<file path="src/rtl/wccd_pkg.sv">
// Shared types, constants and codes of the wrapping character canvas draw core.
`default_nettype none

package wccd_pkg;

    localparam int DEF_MAX_WIDTH  = 128;
    localparam int DEF_MAX_HEIGHT = 64;

    localparam int W_W         = 8;
    localparam int H_W         = 7;
    localparam int COORD_W     = 16;
    localparam int MAG_W       = 17;
    localparam int CHAR_W      = 8;
    localparam int OP_W        = 3;
    localparam int CNT_W       = 8;
    localparam int BASE_W      = 15;
    localparam int DIV_CNT_W   = 5;
    localparam int LANES       = 4;
    localparam int QUEUE_DEPTH = 2;
    localparam int CFG_IDX_W   = 1;
    localparam int CFG_DATA_W  = 8;

    localparam logic [W_W-1:0] RST_WIDTH  = 8'd128;
    localparam logic [H_W-1:0] RST_HEIGHT = 7'd64;

    localparam logic [OP_W-1:0] OP_SET   = 3'd0;
    localparam logic [OP_W-1:0] OP_GET   = 3'd1;
    localparam logic [OP_W-1:0] OP_FILL  = 3'd2;
    localparam logic [OP_W-1:0] OP_HLINE = 3'd3;
    localparam logic [OP_W-1:0] OP_VLINE = 3'd4;
    localparam logic [OP_W-1:0] OP_RECT  = 3'd5;

    localparam logic [CFG_IDX_W-1:0] REG_WIDTH  = 1'b0;
    localparam logic [CFG_IDX_W-1:0] REG_HEIGHT = 1'b1;

    typedef enum logic [1:0] {
        K_SEG,
        K_READ,
        K_FILL,
        K_NOP
    } cmd_kind_t;

    typedef struct packed {
        cmd_kind_t         kind;
        logic              last;
        logic              vert;
        logic [W_W-1:0]    cx;
        logic [H_W-1:0]    cy;
        logic [BASE_W-1:0] base;
        logic [CNT_W-1:0]  cnt;
        logic [CHAR_W-1:0] ch;
    } cmd_t;

    typedef enum logic [2:0] {
        F_IDLE,
        F_DIV,
        F_FIX,
        F_SUM,
        F_MUL,
        F_PUSH
    } front_state_t;

    typedef enum logic [2:0] {
        B_IDLE,
        B_RUN,
        B_RD,
        B_RDW,
        B_FIN
    } back_state_t;

endpackage

`default_nettype wire

</file>
<file path="src/rtl/wccd_front.sv">
// Front end: accepts requests, wraps coordinates and splits them into cell commands.
`default_nettype none

module wccd_front (
    input  wire logic                                 clk,
    input  wire logic                                 rst_n,
    input  wire logic                                 in_valid,
    output logic                                      in_stall,
    input  wire logic [wccd_pkg::OP_W-1:0]            opcode,
    input  wire logic signed [wccd_pkg::COORD_W-1:0]  pos_x,
    input  wire logic signed [wccd_pkg::COORD_W-1:0]  pos_y,
    input  wire logic signed [wccd_pkg::COORD_W-1:0]  span_length,
    input  wire logic signed [wccd_pkg::COORD_W-1:0]  rect_height,
    input  wire logic [wccd_pkg::CHAR_W-1:0]          cell_char,
    input  wire logic [wccd_pkg::W_W-1:0]             eff_w,
    input  wire logic [wccd_pkg::H_W-1:0]             eff_h,
    output logic                                      push_valid,
    output wccd_pkg::cmd_t                            push_cmd,
    input  wire logic                                 queue_full
);

    localparam int MAG_W = wccd_pkg::MAG_W;
    localparam int W_W   = wccd_pkg::W_W;
    localparam int H_W   = wccd_pkg::H_W;
    localparam int CNT_W = wccd_pkg::CNT_W;
    localparam int LANES = wccd_pkg::LANES;
    localparam logic [wccd_pkg::DIV_CNT_W-1:0] DIV_LAST = wccd_pkg::DIV_CNT_W'(MAG_W - 1);

    // lanes: 0 x mod w, 1 y mod h, 2 (len-1) mod w, 3 (rh-1) mod h
    wccd_pkg::front_state_t state_reg, state_next;
    logic [wccd_pkg::OP_W-1:0]      op_reg, op_next;
    logic [wccd_pkg::CHAR_W-1:0]    ch_reg, ch_next;
    logic [wccd_pkg::COORD_W-1:0]   len_reg, len_next;
    logic [wccd_pkg::COORD_W-1:0]   rh_reg, rh_next;
    logic [MAG_W-1:0]               mag_reg [LANES];
    logic [MAG_W-1:0]               mag_next [LANES];
    logic                           neg_reg [LANES];
    logic                           neg_next [LANES];
    logic [W_W-1:0]                 rem_reg [LANES];
    logic [W_W-1:0]                 rem_next [LANES];
    logic [wccd_pkg::DIV_CNT_W-1:0] div_cnt_reg, div_cnt_next;
    logic [W_W-1:0]                 x2_reg, x2_next;
    logic [H_W-1:0]                 y2_reg, y2_next;
    logic [wccd_pkg::BASE_W-1:0]    base0_reg, base0_next;
    logic [wccd_pkg::BASE_W-1:0]    base1_reg, base1_next;
    logic [1:0]                     seg_reg, seg_next;

    logic [W_W-1:0]   mod_l [LANES];
    logic [MAG_W-1:0] v_in [LANES];
    logic [W_W:0]     shifted [LANES];
    logic [W_W:0]     x2_sum;
    logic [H_W:0]     y2_sum;
    logic [MAG_W-1:0] len_s, a_s, rh_s, b_s;

    function automatic logic [CNT_W-1:0] clamp_count(input logic [MAG_W-1:0] v,
                                                     input logic [CNT_W-1:0] cap);
        logic [CNT_W-1:0] r;
        if (v[MAG_W-1] || v == '0)
        begin
            r = '0;
        end
        else if (v[MAG_W-2:0] > (MAG_W-1)'(cap))
        begin
            r = cap;
        end
        else
        begin
            r = v[CNT_W-1:0];
        end
        return r;
    endfunction

    assign mod_l[0] = eff_w;
    assign mod_l[1] = {1'b0, eff_h};
    assign mod_l[2] = eff_w;
    assign mod_l[3] = {1'b0, eff_h};

    assign v_in[0] = {pos_x[15], pos_x};
    assign v_in[1] = {pos_y[15], pos_y};
    assign v_in[2] = {span_length[15], span_length} - 17'd1;
    assign v_in[3] = {rect_height[15], rect_height} - 17'd1;

    assign len_s = {len_reg[15], len_reg};
    assign a_s   = len_s - 17'd1;
    assign rh_s  = {rh_reg[15], rh_reg};
    assign b_s   = rh_s - 17'd1;

    assign in_stall = (state_reg != wccd_pkg::F_IDLE);

    always_comb
    begin
        state_next = state_reg;
        unique case (state_reg)
            wccd_pkg::F_IDLE:
            begin
                if (in_valid)
                begin
                    state_next = wccd_pkg::F_DIV;
                end
            end
            wccd_pkg::F_DIV:
            begin
                if (div_cnt_reg == DIV_LAST)
                begin
                    state_next = wccd_pkg::F_FIX;
                end
            end
            wccd_pkg::F_FIX:
            begin
                state_next = wccd_pkg::F_SUM;
            end
            wccd_pkg::F_SUM:
            begin
                state_next = wccd_pkg::F_MUL;
            end
            wccd_pkg::F_MUL:
            begin
                state_next = wccd_pkg::F_PUSH;
            end
            wccd_pkg::F_PUSH:
            begin
                if (!queue_full && push_cmd.last)
                begin
                    state_next = wccd_pkg::F_IDLE;
                end
            end
            default:
            begin
                state_next = wccd_pkg::F_IDLE;
            end
        endcase
    end

    always_comb
    begin
        op_next      = op_reg;
        ch_next      = ch_reg;
        len_next     = len_reg;
        rh_next      = rh_reg;
        div_cnt_next = div_cnt_reg;
        x2_next      = x2_reg;
        y2_next      = y2_reg;
        base0_next   = base0_reg;
        base1_next   = base1_reg;
        seg_next     = seg_reg;
        x2_sum       = {1'b0, rem_reg[0]} + {1'b0, rem_reg[2]};
        y2_sum       = {1'b0, rem_reg[1][H_W-1:0]} + {1'b0, rem_reg[3][H_W-1:0]};
        for (int i = 0; i < LANES; i++)
        begin
            mag_next[i] = mag_reg[i];
            neg_next[i] = neg_reg[i];
            rem_next[i] = rem_reg[i];
            shifted[i]  = {rem_reg[i], mag_reg[i][MAG_W-1]};
        end

        push_valid    = (state_reg == wccd_pkg::F_PUSH);
        push_cmd.kind = wccd_pkg::K_SEG;
        push_cmd.last = 1'b1;
        push_cmd.vert = 1'b0;
        push_cmd.cx   = rem_reg[0];
        push_cmd.cy   = rem_reg[1][H_W-1:0];
        push_cmd.base = base0_reg;
        push_cmd.cnt  = '0;
        push_cmd.ch   = ch_reg;

        unique case (op_reg)
            wccd_pkg::OP_SET:
            begin
                push_cmd.cnt = CNT_W'(1);
            end
            wccd_pkg::OP_GET:
            begin
                push_cmd.kind = wccd_pkg::K_READ;
            end
            wccd_pkg::OP_FILL:
            begin
                push_cmd.kind = wccd_pkg::K_FILL;
            end
            wccd_pkg::OP_HLINE:
            begin
                push_cmd.cnt = clamp_count(len_s, eff_w);
            end
            wccd_pkg::OP_VLINE:
            begin
                push_cmd.vert = 1'b1;
                push_cmd.cnt  = clamp_count(len_s, {1'b0, eff_h});
            end
            wccd_pkg::OP_RECT:
            begin
                push_cmd.last = (seg_reg == 2'd3);
                case (seg_reg)
                    2'd0:
                    begin
                        push_cmd.cnt = clamp_count(a_s, eff_w);
                    end
                    2'd1:
                    begin
                        push_cmd.cy   = y2_reg;
                        push_cmd.base = base1_reg;
                        push_cmd.cnt  = clamp_count(a_s, eff_w);
                    end
                    2'd2:
                    begin
                        push_cmd.vert = 1'b1;
                        push_cmd.cnt  = clamp_count(b_s, {1'b0, eff_h});
                    end
                    default:
                    begin
                        push_cmd.vert = 1'b1;
                        push_cmd.cx   = x2_reg;
                        push_cmd.cnt  = clamp_count(rh_s, {1'b0, eff_h});
                    end
                endcase
            end
            default:
            begin
                push_cmd.kind = wccd_pkg::K_NOP;
            end
        endcase

        unique case (state_reg)
            wccd_pkg::F_IDLE:
            begin
                if (in_valid)
                begin
                    op_next      = opcode;
                    ch_next      = cell_char;
                    len_next     = span_length;
                    rh_next      = rect_height;
                    div_cnt_next = '0;
                    seg_next     = '0;
                    for (int i = 0; i < LANES; i++)
                    begin
                        neg_next[i] = v_in[i][MAG_W-1];
                        mag_next[i] = v_in[i][MAG_W-1] ? (~v_in[i] + 17'd1) : v_in[i];
                        rem_next[i] = '0;
                    end
                end
            end
            wccd_pkg::F_DIV:
            begin
                div_cnt_next = div_cnt_reg + 1'b1;
                for (int i = 0; i < LANES; i++)
                begin
                    mag_next[i] = {mag_reg[i][MAG_W-2:0], 1'b0};
                    if (shifted[i] >= {1'b0, mod_l[i]})
                    begin
                        rem_next[i] = W_W'(shifted[i] - {1'b0, mod_l[i]});
                    end
                    else
                    begin
                        rem_next[i] = shifted[i][W_W-1:0];
                    end
                end
            end
            wccd_pkg::F_FIX:
            begin
                for (int i = 0; i < LANES; i++)
                begin
                    if (neg_reg[i] && rem_reg[i] != '0)
                    begin
                        rem_next[i] = mod_l[i] - rem_reg[i];
                    end
                end
            end
            wccd_pkg::F_SUM:
            begin
                if (x2_sum >= {1'b0, eff_w})
                begin
                    x2_next = W_W'(x2_sum - {1'b0, eff_w});
                end
                else
                begin
                    x2_next = x2_sum[W_W-1:0];
                end
                if (y2_sum >= {1'b0, eff_h})
                begin
                    y2_next = H_W'(y2_sum - {1'b0, eff_h});
                end
                else
                begin
                    y2_next = y2_sum[H_W-1:0];
                end
            end
            wccd_pkg::F_MUL:
            begin
                base0_next = wccd_pkg::BASE_W'(rem_reg[1][H_W-1:0])
                           * wccd_pkg::BASE_W'(eff_w);
                base1_next = wccd_pkg::BASE_W'(y2_reg) * wccd_pkg::BASE_W'(eff_w);
            end
            wccd_pkg::F_PUSH:
            begin
                if (!queue_full)
                begin
                    seg_next = seg_reg + 1'b1;
                end
            end
            default:
            begin
            end
        endcase
    end

    always_ff @(posedge clk or negedge rst_n)
    begin
        if (!rst_n)
        begin
            state_reg <= wccd_pkg::F_IDLE;
        end
        else
        begin
            state_reg <= state_next;
        end
    end

    always_ff @(posedge clk)
    begin
        op_reg      <= op_next;
        ch_reg      <= ch_next;
        len_reg     <= len_next;
        rh_reg      <= rh_next;
        div_cnt_reg <= div_cnt_next;
        x2_reg      <= x2_next;
        y2_reg      <= y2_next;
        base0_reg   <= base0_next;
        base1_reg   <= base1_next;
        seg_reg     <= seg_next;
        for (int i = 0; i < LANES; i++)
        begin
            mag_reg[i] <= mag_next[i];
            neg_reg[i] <= neg_next[i];
            rem_reg[i] <= rem_next[i];
        end
    end

endmodule

`default_nettype wire

</file>
<file path="config.mk">
export PLATFORM = sky130hd
export DESIGN_NAME = wccd_front
export DESIGN_NICKNAME = d
export VERILOG_FILES = /design/src/rtl/wccd_pkg.sv /design/src/rtl/wccd_front.sv
export SDC_FILE = /design/constraint.sdc
export NUM_CORES = 1
export LEC_CHECK = 0
export BUFFER_PORTS_ARGS = -buffer_cell sky130_fd_sc_hd__buf_2
export CORE_ASPECT_RATIO = 1.4
export CORE_MARGIN = 2
export CORE_UTILIZATION = 40
export DETAILED_ROUTE_END_ITERATION = 10
export SYNTH_ARGS = -nofsm -noshare
export SYNTH_HDL_FRONTEND = slang
export SYNTH_SLANG_ARGS = --single-unit
</file>
<file path="constraint.sdc">
create_clock -name clk -period 11.2 [get_ports clk]
set_input_delay 0.56 -clock clk [delete_from_list [all_inputs] [get_ports clk]]
set_output_delay 0.56 -clock clk [all_outputs]
set_load 0.01 [all_outputs]
</file>
==> After elaboration in Yosys (flattened, before gate mapping) <==
Memory sizes are Yosys's and may differ from the RTL's.
Cells that the tools add are included.
{ "word_totals": {"word_cells": 150, "out_inout_bits": 52, "memories": 3, "mem_bits_rw": 104, "regBits": 98} }
{ "op_classes": {"n_mul": 2, "order_cmp": 11, "n_bitwise": 4, "n_addsub": 22, "muxes": 48, "n_reduce_logical": 31, "n_eq_ne": 18} }
{ "memory_table": {"columns": ["name", "depth", "word_bits", "read_ports", "rd_ports_with_merged_regs", "write_ports", "line", "rtl"], "rows": [
  ["mag_reg", 4, 17, 4, 0, 4, "wccd_front.sv:35", "logic [MAG_W-1:0] mag_reg [LANES];"],
  ["rem_reg", 4, 8, 4, 0, 4, "wccd_front.sv:39", "logic [W_W-1:0] rem_reg [LANES];"],
  ["neg_reg", 4, 1, 4, 0, 4, "wccd_front.sv:37", "logic neg_reg [LANES];"]
]} }
{ "ops": {"columns": ["op", "count"], "rows": [
  ["8-bit two-way mux", 20],
  ["68-bit one-hot mux with 2 select lines", 1],
  ["32-bit one-hot mux with 3 select lines", 1],
  ["17-bit by 1-bit adder with 17-bit output (second input constant)", 4],
  ["17-bit zero test", 4],
  ["17-bit two-way mux", 4],
  ["68-bit two-way mux", 1],
  ["17-bit inverter", 4],
  ["16-bit by 2-bit subtractor with 17-bit output (second input constant)", 4],
  ["16-bit by 7-bit > comparator with 1-bit output", 3],
  ["8-bit subtractor", 5],
  ["16-bit by 8-bit > comparator with 1-bit output", 2],
  ["32-bit two-way mux", 1],
  ["8-bit one-hot mux with 4 select lines", 1],
  ["8-bit nonzero test", 4],
  ["7-bit by 8-bit multiplier with 15-bit output", 2],
  ["30-bit two-way mux", 1],
  ["9-bit by 8-bit >= comparator with 1-bit output", 3],
  ["22-bit two-way mux", 1],
  ["9-bit by 7-bit >= comparator with 1-bit output", 2],
  ["3-bit one-hot mux with 6 select lines", 1],
  ["8-bit one-hot mux with 2 select lines", 1],
  ["7-bit by 8-bit subtractor with 8-bit output", 2],
  ["8-bit by 7-bit subtractor with 8-bit output", 2],
  ["other kinds (36)", 62]
]} }

==> Longest topological paths before layout <==
Gate-level depths: netlist of the first run.
{ "logic_depth": {"word_depth": 6, "depth_mapped": 19, "depth_no_buf": 18} }

==> Worst setup path before layout of the first run <==
OpenSTA, ideal clock, no wires.
{ "synth_timing": {"path_kind": "input port to flip-flop", "startpoint": "input port eff_w[1] (netlist name)", "endpoint": "register base1_reg[14] (netlist name), data pin", "slack_ns": 6.223, "cell_stages": 17, "required_time_ns": 10.940, "arrival_time_ns": 4.717, "cell_sequence": "clkbuf_1 nand2_1 fa_1 inv_1 fa_1 fa_1 inv_1 fa_1 inv_1 ha_1 or2_2 a21oi_1 a211oi_1 o21a_1 o21a_1 o41a_1 xnor2_1"} }
{ "synth_via": {"elab_chain_cells": 1} }
{ "synth_lines": {"columns": ["item", "line", "rtl"], "rows": [
  ["from (decl)", "wccd_front.sv:15", "input wire logic [wccd_pkg::W_W-1:0] eff_w,"],
  ["7-bit by 8-bit multiplier with 15-bit output", "wccd_front.sv:289", "base1_next = wccd_pkg::BASE_W'(y2_reg) * wccd_pkg::BASE_W'(eff_w);"],
  ["to (signal assigned)", "wccd_front.sv:326", "base1_reg <= base1_next;"],
  ["to (decl)", "wccd_front.sv:45", "logic [wccd_pkg::BASE_W-1:0] base1_reg, base1_next;"]
]} }
Every way passes these cells.
A chain may end at the register's enable or synchronous reset.

==> results of run 1 <==
[layout by cell type (no fill, tap or decap), types with 47 or more instances in the layout]
cell type,n
edfxtp_1,199
nor2_1,143
a21oi_1,78
fa_1,70
nand2_1,187
ha_1,208
buf_2,145
o21ai_0,123
mux2i_1,47
inv_1,176
xnor2_1,103
xor2_1,76
[path summary, 6_finish.rpt]
path / endpoint / start
max: base0_reg[14] / rem_reg[1][3]
min: ch_reg[6] / cell_char[6]
max reg2reg: base0_reg[14] / rem_reg[1][3]
min reg2reg: mag_reg[3][1] / mag_reg[3][0]
max in group asynchronous: state_reg[0] / rst_n
min in group asynchronous: state_reg[1] / rst_n
[layout make-up]
class / count / area share
Sequential cell: 202 / 0.285
Clock inverter: 15 / 0.0136
Inverter: 177 / 0.0313
Antenna cell: 2 / 0.000236
Tap cell: 624 / 0.0368
Clock buffer: 29 / 0.0312
Multi-Input combinational cell: 1538 / 0.565
Timing Repair Buffer: 152 / 0.0368
[per-stage QoR]
stage	std cells	hold WS, ns	area (um2)	util
final	2739	0.187	21200	0.453
after global placement	2692	0.361	20200	0.432
after detailed placement	2692	0.367	20200	0.432
after CTS	2737	0.170	21200	0.453
after global routing	2739	0.173	21200	0.453
after floorplan	1980	0.264	18900	-
[critical path, cell delays in order (launching register included)]
cell      delay [ns]
edfxtp_1        0.61
inv_1           0.29
nor2_1          0.10
fa_1            0.54
inv_1           0.05
fa_1            0.47
inv_1           0.05
fa_1            0.52
inv_1           0.06
fa_1            0.54
inv_1           0.04
ha_1            0.24
nor3_1          0.24
o21ai_0         0.16
a31oi_1         0.30
nor2b_1         0.08
o21a_1          0.19
o41ai_1         0.32
xnor2_1         0.10
[power by group]
group / leakage (nW) / internal, mW / switching (mW)
logic: 6.76 / 1.75 / 2.32
registers: 2.01 / 1.44 / 0.260
clock network: 0.463 / 0.605 / 0.341
[logic make-up after synthesis]
logic type | share of synthesized area
compound gates | 0.134
xor+xnor | 0.0830
fa+ha+maj | 0.212
buf+inv | 0.0480
flops | 0.320
mux | 0.0499
simple gates | 0.153
[per-layer routing]
metal / vias up / share of wire
met1: 7290 / 0.41
met2: 345 / 0.51
met4: 8 / 0.037
met3: 113 / 0.045
met5: - / 0.00088
li1: 7263 / -
==> impl_metrics.yaml, run 1 <==
status:
  status: "completed"
setup_path:
  crit_type: "reg -> reg"
  critPathCaptureType: "register"
  crit_arrival_ns: 5.47
  crit_path_start_kind: "register"
  r2r.worst_path.cells: 18
  crit_required_ns: 11.50
  path_max_fanout: 9
  reg2reg_setup_slack_ns: 6.03
synthesis:
  synth_top_cell_area_share: 0.316
  yosysWarnings: 0
  syn-cell-area_um2: 18900
  ys_top_cells_by_count: "ha_1, edfxtp_1, nand2_1"
  synth-seq-area-share: 0.320
  synth_ff_type: "edfxtp_1"
  ys_top_cells_by_area: "edfxtp_1, ha_1, fa_1, xnor2_1, nand2_1"
  synth_area_leader_cell: "edfxtp_1"
  synth_async_sr_flop_share: 0.0149
  synth_edf_count: 199
  synth_fp_nets: 2352
  synth_cell_type_count: 77
  syn_inst: 1980
  synth.avg_cell_area_um2: 9.54
  ys_seq_elements: 202
  synth.most_common_cell: "ha_1"
cells_and_area:
  n_fill_cell: 4569
  drive_gt1_frac: 0.124
  seqCellArea_um2: 6050
  fin_nets: 2467
  largest_reg_flops: 68
  multiInputGateArea_um2: 12000
  layout-area-overhead-vs-synth_pct: 12.2
grt:
  met3_usage: 0.0280
  use_met2: 0.378
  antenna_found_initial: 6
  grt.overflow.total: 0
  grt-busiest-layer: "met2"
  use_met1: 0.232
  grt_pass1_vias: 15200
  grt_pass1_wl_mm: 79.3
  grt_usage: 0.202
  grt_max_degree: 121
cts:
  cts_resized: 0
  holdBufCountCts: 1
  numCtsBuffers: 24
  cts_setup_buffers: 0
  cts_root_buf: "clkbuf_16"
  cts_tree: "built"
  cts_sinks: 202
  cts.path.max_buffers: 3
  clkLatencyLatePin_ns: 0.55
  clkSlewWorstSetupHoldPaths_ns: 0.07
  cts_max_level: 1
place:
  dpl.hpwl_mm: 38.4
  dpl_worst_slack_ns: 5.74
  routabilityCongestion: 0.874
  portBuffers: 145
detailed_routing:
  drc: 0
  drt-initial-drc-count: 797
  ant_nets: 0
  wl_per_cell_um: 18.3
  first_pass_iters: 5
  viasPerCell: 5.48
  routed-via-count: 15000
  drt-total-wl_mm: 50.1
timing:
  max_freq_mhz: 193
  worst_pin_slew_ns: 1.15
  period_needed_ns: 5.17
  setup_viol: 0
  period_share: 0.462
  rsz0062_at_grt: "false"
  final_hold_viol_count: 0
  slew_headroom: 0.224
  fin_skew_ns: 0.0115
  fin_ws_ns: 6.03
  slew_viol_final: 0
  fin_tns_setup_ns: 0
floorplan:
  fp.dieH_um: 261
  initial_core_util: 0.404
  ioPinCount: 146
  rows: 94
  core_area_um2: 46800
  dieArea_um2: 49000
  die_w_um: 188
job:
  drv_cap: 0
min_path:
  hold_class: "in -> reg"
  hold_depth: 1
power_and_ir_drop:
  power_mw: 6.71
  p_leak_nw: 9.23
  ir_drop_v: 0.000198
  power.density_nw_per_um2: 317
(Power assumes the default switching activity.)
==> inputs of run 2 (changes only) <==
==> constraint.sdc (replaced) <==
create_clock -name clk -period 4.9 [get_ports clk]
set_input_delay 0.245 -clock clk [delete_from_list [all_inputs] [get_ports clk]]
set_output_delay 0.245 -clock clk [all_outputs]
set_load 0.01 [all_outputs]
==> run 2 against run 1 <==
Net effect: non-clock buffer count rose by 82; highest routed layer unchanged; global-route usage up 0.89 points; routed wire length increased by 3.7%; clock power up 130%; final cell count is 3.0% higher; via count grew 2.7%; total power grew 140%; register-to-register slack got worse by 5.8 ns; hold slack got worse by 0.17 ns.
==> impl_metrics.yaml, run 2 (synthesis results as in run 1) <==
status:
  status: "completed"
detailed_routing:
  first_pass_iters: 7
  drt-total-wl_mm: 52.0
  viasPerCell: 5.47
  wl_per_cell_um: 18.4
  drt-initial-drc-count: 840
  drc: 0
  routed-via-count: 15400
  ant_nets: 0
power_and_ir_drop:
  power.density_nw_per_um2: 723
  ir_drop_v: 0.000409
  p_leak_nw: 9.61
cells_and_area:
  largest_reg_flops: 68
  layout-area-overhead-vs-synth_pct: 16.1
  utilization: 0.469
  final_cell_mix: "ha_1, edfxtp_1, nand2_1"
  fin_nets: 2550
  final_common_cell: "ha_1"
  drive_gt1_frac: 0.146
  layoutNonFillerInstCount: 2820
grt:
  antenna_found_initial: 3
  grt_pass1_vias: 15800
  grt_pass1_wl_mm: 82.8
  grt_usage: 0.211
  grt_max_degree: 48
  grt.overflow.total: 0
min_path:
  hold_class: "in -> reg"
cts:
  cts_max_level: 1
  clkLatencyLatePin_ns: 0.54
  cts_sinks: 202
  cts_root_buf: "clkbuf_16"
  numCtsBuffers: 25
  cts_tree: "built"
  cts.path.max_buffers: 3
  clkSlewWorstSetupHoldPaths_ns: 0.06
timing:
  period_share: 0.959
  fin_skew_ns: 0.0118
  setup_viol: 0
  period_needed_ns: 4.70
  slew_viol_final: 0
  final_hold_viol_count: 0
  worst_pin_slew_ns: 1.14
  slew_headroom: 0.233
  max_freq_mhz: 213
  fin_tns_setup_ns: 0
setup_path:
  crit_required_ns: 4.66
  path_max_fanout: 8
  critPathCaptureType: "output port"
  reg2reg_setup_slack_ns: 0.21
  crit_arrival_ns: 4.45
  crit_path_start_kind: "register"
  crit_type: "reg -> out"
floorplan:
  initial_core_util: 0.404
  rows: 94
  fp.dieH_um: 261
  core_area_um2: 46800
  die_w_um: 188
  dieArea_um2: 49000
  ioPinCount: 146
job:
  drv_cap: 0
place:
  dpl.hpwl_mm: 40.3
  dp_cells: 2741
  routabilityCongestion: 0.915
  portBuffers: 145
==> run 2: worst paths after layout <==
| kind | start | end | depth (start not counted) |
|---|---|---|---|
| min in group asynchronous | rst_n | state_reg[2] | 2 |
| min reg2reg | mag_reg[3][15] | mag_reg[3][16] | 1 |
| min | rect_height[5] | rh_reg[5] | 1 |
| max reg2reg | y2_reg[3] | base1_reg[14] | 16 |
| max | len_reg[0] | push_cmd[8] | 15 |
| max in group asynchronous | rst_n | state_reg[1] | 2 |
==> run 2: power by group <==
part,internal (mW),switching [mW]
combinational,4.29,5.71
sequential,3.27,0.459
clock,1.36,0.791
total,8.92,6.96
==> run 2: through the flow <==
stage	hold WS, ns	cell area (um2)	worst slack, ns	power (mW)
after detailed placement	0.0494	20600	-0.0212	13.6
final	0.0163	21900	0.203	15.9
after global placement	0.0485	20600	0.0982	13.4
after global routing	0.0165	21900	-0.0113	17.3
after CTS	0.000836	21900	0.0513	15.9
after floorplan	-0.0506	18900	0.184	10.9
==> run 2: cell type report <==
cell class	instances	area (um2)
Fill cell	4506	24900
Multi-Input combinational cell	1538	12000
Tap cell	624	781
Sequential cell	202	6050
Timing Repair Buffer	234	1490
Clock buffer	25	626
Antenna cell	1	2.50
Inverter	177	664
Clock inverter	19	314
==> run 2: metal layers <==
layer	global-route usage	part of all wire	vias to the layer above	wire length, um
met2	0.388	0.50	403	26100
met3	0.0298	0.046	151	2370
met1	0.239	0.40	7426	20800
met4	0.105	0.052	4	2710
li1	-	-	7439	-
met5	0	0.00046	-	24
==> run 2: timing repair <==
item	CTS	global route
endpoints found under the setup margin	0	6
hold buffers	33	0
gates resized for setup	0	9
endpoints found under the hold margin	35	0
buffers inserted	0	1
==> run 2: worst max-delay path: stages (launching register included) <==
cell and delay, ns:
edfxtp_1 0.53, inv_1 0.19, ha_1 0.22, or3b_2 0.53, nor3_1 0.20, xor2_1 0.26
ha_1 0.29, nand2_1 0.07, o21ai_0 0.08, o21a_1 0.14, nor3_2 0.40, nand2_1 0.13
nor3_1 0.23, a2111oi_2 0.07, o221ai_1 0.36, buf_2 0.21
